$ cat src/pdb_pkg.sv
`default_nettype none
// ----------------------------------------------------------------------------
// pdb_pkg
// shared types and codes for the porter-duff pixel blender
// ----------------------------------------------------------------------------
package pdb_pkg;

  localparam int PixelWidth = 32;
  localparam int ChanWidth  = 8;
  localparam int NumChans   = PixelWidth / ChanWidth;
  localparam int CfgIdxWidth  = 2;
  localparam int CfgDataWidth = 32;

  // rounded division by 255: (x * 65793 + 2^23) >> 24
  localparam int SumWidth    = 2 * ChanWidth + 1;
  localparam int ScaleWidth  = 34;
  localparam logic [ScaleWidth-1:0] ScaleMul   = ScaleWidth'(65793);
  localparam logic [ScaleWidth-1:0] ScaleRound = ScaleWidth'(1) << 23;
  localparam int ScaleShift  = 24;

  typedef enum logic [3:0] {
    MODE_CLEAR    = 4'd0,
    MODE_SRC      = 4'd1,
    MODE_DST      = 4'd2,
    MODE_SRC_OVER = 4'd3,
    MODE_DST_OVER = 4'd4,
    MODE_SRC_IN   = 4'd5,
    MODE_DST_IN   = 4'd6,
    MODE_SRC_OUT  = 4'd7,
    MODE_DST_OUT  = 4'd8,
    MODE_SRC_ATOP = 4'd9,
    MODE_DST_ATOP = 4'd10,
    MODE_XOR      = 4'd11
  } mode_t;

  typedef enum logic [CfgIdxWidth-1:0] {
    REG_COMP_MODE         = 2'd0,
    REG_SOURCE_COLOR      = 2'd1,
    REG_SOURCE_FROM_INPUT = 2'd2
  } reg_idx_t;

  // load strobes for the lane stages
  typedef struct packed {
    logic mul_ld;
    logic scale_ld;
  } lane_adv_t;

endpackage : pdb_pkg
`default_nettype wire

$ cat src/pdb_lane.sv
`default_nettype none
// ----------------------------------------------------------------------------
// pdb_lane
// one color channel: k1*c1 + k2*c2, then rounded scale by 1/255
// ----------------------------------------------------------------------------
module pdb_lane (
  input  wire logic                       clk,
  input  wire pdb_pkg::lane_adv_t         adv,
  input  wire logic [pdb_pkg::ChanWidth-1:0] k1,
  input  wire logic [pdb_pkg::ChanWidth-1:0] c1,
  input  wire logic [pdb_pkg::ChanWidth-1:0] k2,
  input  wire logic [pdb_pkg::ChanWidth-1:0] c2,
  output logic      [pdb_pkg::ChanWidth-1:0] chan_out
);
  import pdb_pkg::*;

  logic [2*ChanWidth-1:0] prod1;
  logic [2*ChanWidth-1:0] prod2;
  logic [SumWidth-1:0]    sum;
  logic [ScaleWidth-1:0]  scaled;

  assign prod1  = k1 * c1;
  assign prod2  = k2 * c2;
  assign scaled = ScaleWidth'(sum) * ScaleMul + ScaleRound;

  always_ff @(posedge clk) begin
    if (adv.mul_ld) begin
      sum <= {1'b0, prod1} + {1'b0, prod2};
    end
    if (adv.scale_ld) begin
      // only the low byte of the scaled value survives
      chan_out <= scaled[ScaleShift +: ChanWidth];
    end
  end

endmodule : pdb_lane
`default_nettype wire

$ cat src/porter_duff_pixel_blend.sv
`default_nettype none
// ----------------------------------------------------------------------------
// porter_duff_pixel_blend
// composites a premultiplied argb8888 source onto a destination pixel
// ----------------------------------------------------------------------------
// usage:
//   s_* stream carries one transaction per pixel: dest_pixel in tdata[31:0],
//   shaded_pixel in tdata[63:32]. m_* stream returns one result_pixel per
//   input transaction, in order.
//   cfg_we/cfg_index/cfg_data write comp_mode (0), source_color (1) and
//   source_from_input (2); write them only while no pixel is in flight.
// pipeline:
//   four register stages (coefficient select, channel multiply-add, scale by
//   1/255 with a constant multiply, word add into the output register);
//   one pixel per cycle while the output is not stalled.
// reset:
//   rst empties the pipeline and sets comp_mode to src, source_color to 0
//   and source_from_input to 0.
// stall:
//   when m_tready is low the held result stays in place; each stage keeps
//   loading while a stage ahead of it is empty, and s_tready falls only once
//   every stage holds a pixel.
// ----------------------------------------------------------------------------
module porter_duff_pixel_blend (
  input  wire logic                                clk,
  input  wire logic                                rst,
  // configuration
  input  wire logic                                cfg_we,
  input  wire logic [pdb_pkg::CfgIdxWidth-1:0]     cfg_index,
  input  wire logic [pdb_pkg::CfgDataWidth-1:0]    cfg_data,
  // input stream
  input  wire logic                                s_tvalid,
  output logic                                     s_tready,
  input  wire logic [2*pdb_pkg::PixelWidth-1:0]    s_tdata,  // dest_pixel, shaded_pixel
  // output stream
  output logic                                     m_tvalid,
  input  wire logic                                m_tready,
  output logic      [pdb_pkg::PixelWidth-1:0]      m_tdata   // result_pixel
);
  import pdb_pkg::*;

  // configuration registers
  mode_t                 comp_mode;
  logic [PixelWidth-1:0] source_color;
  logic                  source_from_input;

  always_ff @(posedge clk) begin
    if (rst) begin
      comp_mode         <= MODE_SRC;
      source_color      <= '0;
      source_from_input <= 1'b0;
    end else if (cfg_we) begin
      case (reg_idx_t'(cfg_index))
        REG_COMP_MODE:         comp_mode         <= mode_t'(cfg_data[3:0]);
        REG_SOURCE_COLOR:      source_color      <= cfg_data[PixelWidth-1:0];
        REG_SOURCE_FROM_INPUT: source_from_input <= cfg_data[0];
        default: ;
      endcase
    end
  end

  // pipeline valids and stage readiness
  logic v1, v2, v3, v4;
  logic r1, r2, r3, r4;

  assign r4 = !v4 || m_tready;
  assign r3 = !v3 || r4;
  assign r2 = !v2 || r3;
  assign r1 = !v1 || r2;
  assign s_tready = r1;

  always_ff @(posedge clk) begin
    if (rst) begin
      v1 <= 1'b0;
      v2 <= 1'b0;
      v3 <= 1'b0;
      v4 <= 1'b0;
    end else begin
      if (r1) v1 <= s_tvalid;
      if (r2) v2 <= v1;
      if (r3) v3 <= v2;
      if (r4) v4 <= v3;
    end
  end

  // stage 1: pick source, coefficients and the word that the lanes add onto
  logic [PixelWidth-1:0] d_pix, s_pix;
  logic [ChanWidth-1:0]  sa, da, isa, ida;
  logic [ChanWidth-1:0]  k1_next, k2_next;
  logic [PixelWidth-1:0] p1_next, p2_next, base_next;

  assign d_pix = s_tdata[PixelWidth-1:0];
  assign s_pix = source_from_input ? s_tdata[2*PixelWidth-1:PixelWidth] : source_color;
  assign sa    = s_pix[PixelWidth-1 -: ChanWidth];
  assign da    = d_pix[PixelWidth-1 -: ChanWidth];
  assign isa   = ~sa;
  assign ida   = ~da;

  // zero coefficients scale to zero, so copy modes ride through the base word as-is
  always_comb begin
    k1_next   = '0;
    k2_next   = '0;
    p1_next   = '0;
    p2_next   = '0;
    base_next = '0;
    case (comp_mode)
      MODE_CLEAR: ;
      MODE_SRC: base_next = s_pix;
      MODE_DST: base_next = d_pix;
      MODE_SRC_OVER: begin
        base_next = s_pix; k1_next = isa; p1_next = d_pix;
      end
      MODE_DST_OVER: begin
        base_next = d_pix; k1_next = ida; p1_next = s_pix;
      end
      MODE_SRC_IN: begin
        k1_next = da; p1_next = s_pix;
      end
      MODE_DST_IN: begin
        k1_next = sa; p1_next = d_pix;
      end
      MODE_SRC_OUT: begin
        k1_next = ida; p1_next = s_pix;
      end
      MODE_DST_OUT: begin
        k1_next = isa; p1_next = d_pix;
      end
      MODE_SRC_ATOP: begin
        k1_next = da; p1_next = s_pix; k2_next = isa; p2_next = d_pix;
      end
      MODE_DST_ATOP: begin
        k1_next = sa; p1_next = d_pix; k2_next = ida; p2_next = s_pix;
      end
      MODE_XOR: begin
        k1_next = ida; p1_next = s_pix; k2_next = isa; p2_next = d_pix;
      end
      default: base_next = d_pix;
    endcase
  end

  logic [ChanWidth-1:0]  k1, k2;
  logic [PixelWidth-1:0] p1, p2, base1, base2, base3;

  always_ff @(posedge clk) begin
    if (r1 && s_tvalid) begin
      k1    <= k1_next;
      k2    <= k2_next;
      p1    <= p1_next;
      p2    <= p2_next;
      base1 <= base_next;
    end
    if (r2 && v1) base2 <= base1;
    if (r3 && v2) base3 <= base2;
  end

  // stages 2 and 3: per-channel multiply-add and scale
  lane_adv_t             adv;
  logic [PixelWidth-1:0] lin;

  assign adv.mul_ld   = r2 && v1;
  assign adv.scale_ld = r3 && v2;

  for (genvar c = 0; c < NumChans; c++) begin : g_lane
    pdb_lane u_lane (
      .clk      (clk),
      .adv      (adv),
      .k1       (k1),
      .c1       (p1[c*ChanWidth +: ChanWidth]),
      .k2       (k2),
      .c2       (p2[c*ChanWidth +: ChanWidth]),
      .chan_out (lin[c*ChanWidth +: ChanWidth])
    );
  end

  // stage 4: whole-word add, wraps so carries cross channels in the over modes
  always_ff @(posedge clk) begin
    if (r4 && v3) m_tdata <= base3 + lin;
  end

  assign m_tvalid = v4;

endmodule : porter_duff_pixel_blend
`default_nettype wire

$ cat config.mk
export PLATFORM = sky130hd
export DESIGN_NAME = porter_duff_pixel_blend
export DESIGN_NICKNAME = d
export VERILOG_FILES = /design/src/pdb_pkg.sv /design/src/pdb_lane.sv /design/src/porter_duff_pixel_blend.sv
export SDC_FILE = /design/constraint.sdc
export NUM_CORES = 2
export LEC_CHECK = 0
export BUFFER_PORTS_ARGS = -buffer_cell sky130_fd_sc_hd__buf_2
export CAP_MARGIN = 10
export CELL_PAD_IN_SITES_DETAIL_PLACEMENT = 0
export CELL_PAD_IN_SITES_GLOBAL_PLACEMENT = 1
export CORE_UTILIZATION = 45
export CTS_CLUSTER_DIAMETER = 150
export DETAILED_ROUTE_END_ITERATION = 16
export GPL_TIMING_DRIVEN = 0
export PLACE_DENSITY_LB_ADDON = 0.15
export SLEW_MARGIN = 5
export SYNTH_ARGS = -nofsm -noshare
export SYNTH_HDL_FRONTEND = slang
export SYNTH_HIERARCHICAL = 1
export SYNTH_SLANG_ARGS = --single-unit
$ cat constraint.sdc
create_clock -name clk -period 7.2 [get_ports clk]
set_input_delay 1.08 -clock clk [delete_from_list [all_inputs] [get_ports clk]]
set_output_delay 1.08 -clock clk [all_outputs]
set_load 0.01 [all_outputs]
Yosys cells after proc, flatten, opt, wreduce, memory -nomap -nowiden
Cells that the tools add are included.
Storage, ports and cells
  flip-flop bits (word level): 349
  input port bits: 103
  output and inout bits: 34
  logic and storage cells: 90
Operators by class
  $add $sub $neg: 9
  multiply operators: 12
  eq/ne operators: 12
  mux-type cells: 6
  bitwise logic cells: 2
  reductions and logical operators: 26
Operators by type and width (count)
  one-hot mux 32 bit (2 select lines): 3
  adder 32 x 24 -> 32 bit, second input constant: 4
  multiplier 17 x 17 -> 32 bit, second input constant: 4
  multiplier 8 x 8 -> 16 bit: 8
  adder 16 x 16 -> 17 bit: 4
  adder 32 bit: 1
  two-way mux 32 bit: 1
  one-hot mux 8 bit (4 select lines): 1
  == test 4 x 3 -> 1 bit, second input constant: 4
  == test 4 bit, second input constant: 4
  inverter 8 bit: 2
  one-hot mux 8 bit (2 select lines): 1
  OR reduction 2 bit: 5
  OR reduction 8 bit: 1
  AND reduction 2 bit: 3
  OR reduction 5 bit: 1
  == test 4 x 1 -> 1 bit, second input constant: 1
  == test 4 x 2 -> 1 bit, second input constant: 1
  logical AND 1 bit: 4
  logical NOT 1 bit: 4
  logical NOT 4 bit: 1
  logical OR 1 bit: 4
  OR reduction 4 bit: 1
  OR reduction 3 bit: 1
  3 further kinds: 3

Longest topological paths before layout
  depth after elaboration: 6
  depth in mapped cells: 20
  depth with buffers taken out: 20

Cells and area by module
The synthesis kept the hierarchy.
Modules (own cells, without submodules)
  porter_duff_pixel_blend: times used 1, cells each 1017, area each 11395.9 sq um, seq. area each 7066.8 sq um
  pdb_lane (g_lane[2].u_lane): times used 1, cells each 689, area each 6491.2 sq um, seq. area each 750.7 sq um
  pdb_lane (g_lane[0].u_lane): times used 1, cells each 677, area each 6451.2 sq um, seq. area each 750.7 sq um
  pdb_lane (g_lane[3].u_lane): times used 1, cells each 670, area each 6407.4 sq um, seq. area each 750.7 sq um
  pdb_lane (g_lane[1].u_lane): times used 1, cells each 660, area each 6356.1 sq um, seq. area each 750.7 sq um

Worst setup path before layout
Ideal clock, no wire load.
  kind: input-to-reg
  start point: input m_tready
  end point: register base1[0] (enable)
  library setup time: 0.619 ns
  data arrival time: 6.793 ns
  data required time: 6.581 ns
  setup slack: -0.212 ns
  stages: 3
  path buffers: 0
  path through: nor2b_1 -> and3_1 -> a21oi_1
Between the ends
  longest elaborated chain between the ends: 5
Ends and longest elaborated chain
  start, declared: RTL line porter_duff_pixel_blend.sv:37  | input wire logic m_tready,
  logical OR 1 bit: RTL line porter_duff_pixel_blend.sv:66  | assign r4 = !v4 || m_tready;
  logical OR 1 bit: RTL line porter_duff_pixel_blend.sv:67  | assign r3 = !v3 || r4;
  logical OR 1 bit: RTL line porter_duff_pixel_blend.sv:68  | assign r2 = !v2 || r3;
  logical OR 1 bit: RTL line porter_duff_pixel_blend.sv:69  | assign r1 = !v1 || r2;
  logical AND 1 bit: RTL line porter_duff_pixel_blend.sv:145  | if (r1 && s_tvalid) begin
  end signal, assigned: RTL line porter_duff_pixel_blend.sv:150  | base1 <= base_next;
  end, declared: RTL line porter_duff_pixel_blend.sv:142  | logic [PixelWidth-1:0] p1, p2, base1, base2, base3;
Every way passes these cells.
A chain may end at the register's enable or synchronous reset.

Final worst setup path
  start point: register k2[4]
  end point: register g_lane[2].u_lane.sum[16] (data pin)
Between the ends
  longest elaborated chain between the ends: 2
Ends and longest elaborated chain
  start, declared: RTL line porter_duff_pixel_blend.sv:141  | logic [ChanWidth-1:0] k1, k2;
  start signal, assigned: RTL line porter_duff_pixel_blend.sv:147  | k2 <= k2_next;
  multiplier 8 x 8 -> 16 bit: RTL line pdb_lane.sv:23  | assign prod2 = k2 * c2;
  adder 16 x 16 -> 17 bit: RTL line pdb_lane.sv:28  | sum <= {1'b0, prod1} + {1'b0, prod2};
  end signal, assigned: RTL line pdb_lane.sv:28
  end, declared: RTL line pdb_lane.sv:19  | logic [SumWidth-1:0] sum;
Every way passes these cells.

==> run_results.csv <==
group,metric,value,unit
routing,antenna_left,0,
sta,setup_tns,0,ns
synth,syn_nets,4732,
final_layout,final_net_count,4944,
placement,gp_routability_congestion,0.867,
floorplan,core,81100,µm²
power,comb_power_share,59.2,%
placement,dp.cells,4942,
clocking,cts_max_path_buffers,3,
placement,dp_hpwl,80.7,mm
synth,synth.cell_area,37100,µm²
sta,worst_slew_pin_slew,1.16,ns
routing,wire_per_inst,19.5,µm
floorplan,die_y,289,µm
clocking,cts-buffers-inserted,41,
worst_hold_path,holdPathStages,0,
setup_path,crit_required,7.52,ns
synth,synth_area_per_cell,9.99,µm²
clocking,postCtsResizedCells,0,
setup_path,critPathSlowestCell,"edfxtp_1",
synth,synth_ff_type,"edfxtp_1",
worst_hold_path,hold_class,"flip-flop to flip-flop",
floorplan,start_util,45.8,%
final_layout,syn2layout_area_growth,11.5,%
setup_path,crit_top_cell,"fa_1",
power,clkPwrFrac,17.1,%
clocking,post_cts_buffers,0,
sta,max_freq,0.156,GHz
grt,grt_max_degree,29,
grt,grt_pass1_vias,26898,
clocking,path_clk_slew,0.06,ns
floorplan,io_pins,137,
setup_path,slowest_delay,1.01,ns
clocking,worst_skew_pair.late_latency,0.58,ns
power,seqPwrFrac,23.7,%
final_layout,mostFrequentLayoutCell,"inv_1",
routing,wirelength,98.2,mm
power,leakage,19.1,nW
setup_path,worstSetupPathType,"flip-flop to flip-flop",
setup_path,cp-start-kind,"flip-flop",
final_layout,fin_util,51.0,%
sta,slew_viol_final,0,
routing,via_per_inst,5.26,
placement,pre_cts_slack,0.706,ns
setup_path,crit_arrival,6.72,ns
clocking,cts.sinks,349,
grt,antenna_found_initial,12,
final_layout,final_cell_mix,"inv_1 (656), nand2_1 (532), ha_1 (507)",
power,pwr_density_cell,298,nW/µm²
sta,period_needed,6.40,ns
setup_path,r2r-start,"k2[4]",
routing,via_count,26429,
clocking,tritoncts,"done",
synth,synth.distinct_cells,91,
synth,yosysSeqAreaShare,27.1,%
synth,ys_warn_count,6,
sta,finalCritPeriodShare,88.9,%
worst_hold_path,min_from,"base2[10]",
clocking,htree_levels,2,
synth,synth_edf_count,308,
outcome,status,"finished clean",
power,power_switching,5.36,mW
floorplan,die_w,289,µm
run,cap_violations,0,
grt,grt_use_total,24.1,%
power,peakVddDrop,0.157,mV
sta,worst_slack,0.800,ns
floorplan,placementRows,104,
synth,ys_ff_latch,349,
synth,syn_inst,3713,
worst_hold_path,hold_path_end,"base3[10]",
sta,holdWs,0.416,ns
setup_path,r2r_slack,0.80,ns
power,p_int,6.95,mW
final_layout,drive_gt1_share,7.33,%
sta,setup_viol_count_final,0,
sta,finalHoldViolations,0,
setup_path,end_kind,"flip-flop",
sta,rsz0062_at_grt,"no",
setup_path,timing.rr.end,"g_lane[2].u_lane/sum[16]",
floorplan,die_area,83600,µm²
routing,drtIter0Drc,1707,
routing,drcViolationCount,0,
power,p_sw_share,43.6,%
sta,slew_headroom,22.3,%
final_layout,layout.cells.non_filler,5025,
setup_path,reg2reg_depth,20,
clocking,holdBufCountCts,0,
setup_path,crit_path_cell_trace,"buf_16 -> nand2_1 -> fa_1 -> inv_1 -> fa_1 -> inv_1 -> fa_1 -> inv_1 -> fa_1 -> fa_1 -> inv_1 -> fa_1 -> inv_1 -> ha_1 -> a21oi_1 -> a21boi_0 -> o21ai_0 -> a211oi_1 -> o21bai_1 -> xnor2_1",
setup_path,worstPathMaxFanout,17,
routing,dr.pass1.iters,7,
grt,grt_pass1_wl,154,mm
grt,grt-ovfl-total,0,
placement,io_buffers,135,
clocking,root_buffer,"clkbuf_16",
sta,final.setup_skew,0.0286,ns
synth,async_flop_share,0,%
-- registers in the layout (all words and copies together) (netlist names) --
name / cells
m_tdata: 32
v1: 1
source_from_input: 1
v2: 1
p1: 32
base3: 32
k2: 8
g_lane.u_lane/sum: 68
comp_mode: 4
v3: 1
m_tvalid: 1
base1: 32
p2: 32
base2: 32
g_lane.u_lane/chan_out: 32
k1: 8
source_color: 32
-- worst max-delay path, delay by kind of cell (launching register included) --
kind | cells | cell delay [ns]
buf+inv | 6 | 0.49
xor+xnor | 1 | 0.12
compound gates | 5 | 0.84
flops | 1 | 1.01
simple gates | 1 | 0.10
fa+ha+maj | 7 | 3.58
-- synthesized netlist by cell type, drive strengths merged, types with 5 or more instances --
master / instances / share of area (%)
a211o: 6 / 0.14
a211oi: 26 / 0.58
a21boi: 8 / 0.16
a21o: 51 / 1.0
a21oi: 159 / 2.2
a22oi: 9 / 0.18
a31oi: 11 / 0.19
and2: 268 / 4.5
and3: 16 / 0.27
buf: 16 / 0.22
clkbuf: 44 / 0.45
dfxtp: 41 / 2.2
edfxtp: 308 / 25
fa: 409 / 22
ha: 507 / 17
inv: 656 / 6.6
mux2i: 39 / 1.1
nand2: 534 / 5.4
nand2b: 8 / 0.13
nand3: 43 / 0.58
nand3b: 10 / 0.24
nand4: 18 / 0.32
nor2: 61 / 0.63
nor2b: 15 / 0.25
nor3: 24 / 0.32
nor4: 5 / 0.10
o211ai: 11 / 0.25
o21a: 14 / 0.28
o21ai: 189 / 2.6
o21bai: 12 / 0.26
o31ai: 7 / 0.17
or2: 5 / 0.084
or3: 7 / 0.12
xnor2: 69 / 1.6
xor2: 42 / 0.99
-- power groups by stage --
stage	registers, mW	clock network, mW	logic [mW]
detailed placement	2.96	0	7.29
floorplan	2.87	0	5.48
finish	2.92	2.11	7.28
global route	2.94	2.23	8.32
global placement	3.03	0	7.17
CTS	2.92	2.15	7.37
-- metal layers --
layer | share of wire (%) | vias to the layer above | global-route usage [%]
met2 | 46 | 632 | 39.2
met4 | 2.0 | 2 | 5.16
met3 | 5.8 | 110 | 2.49
met5 | 0.011 | - | 0
li1 | - | 12677 | -
met1 | 46 | 13008 | 34.6
-- worst max-delay path by stage --
stage	end	start	cells after the start
after floorplan	base3[0]	m_tready	2
after detailed placement	g_lane[2].u_lane/sum[16]	k2[4]	20
after global placement	g_lane[1].u_lane/sum[12]	m_tready	4
final	g_lane[2].u_lane/sum[16]	k2[4]	20
after CTS	g_lane[2].u_lane/sum[16]	k2[4]	20
after global routing	g_lane[2].u_lane/sum[16]	k2[4]	20
-- cell families (layout without fill, tap and decap cells) --
| logic type | after synthesis | in the layout | share of synthesized area [%] |
|---|---|---|---|
| simple gates | 1029 | 1029 | 13.3 |
| fa+ha+maj | 916 | 916 | 39.2 |
| buf+inv | 716 | 960 | 7.30 |
| compound gates | 553 | 553 | 9.37 |
| flops | 349 | 349 | 27.1 |
| xor+xnor | 111 | 111 | 2.62 |
| mux | 39 | 39 | 1.05 |
| other cells | 0 | 8 | 0 |
-- area by class of cell --
cell class              instances  area [µm²]
fillers                      7561       39700
multi-input cells            2648       24400
flip-flops and latches        349       10100
inverters                     656        2460
repair buffers                169        1530
well taps                    1060        1330
clock buffers                  49        1100
clock inverters                26         251
plain buffers                  60         248
diodes                          8        20.0
-- stage by stage --
step           total power [mW]  cell area, µm²
3_5_place_dp               10.2           40000
2_1_floorplan              8.35           37100
5_1_grt                    13.5           41300
3_3_place_gp               10.2           39100
6_report                   12.3           41400
4_1_cts                    12.5           41300
No activity file was read; power rests on OpenSTA's default activity.
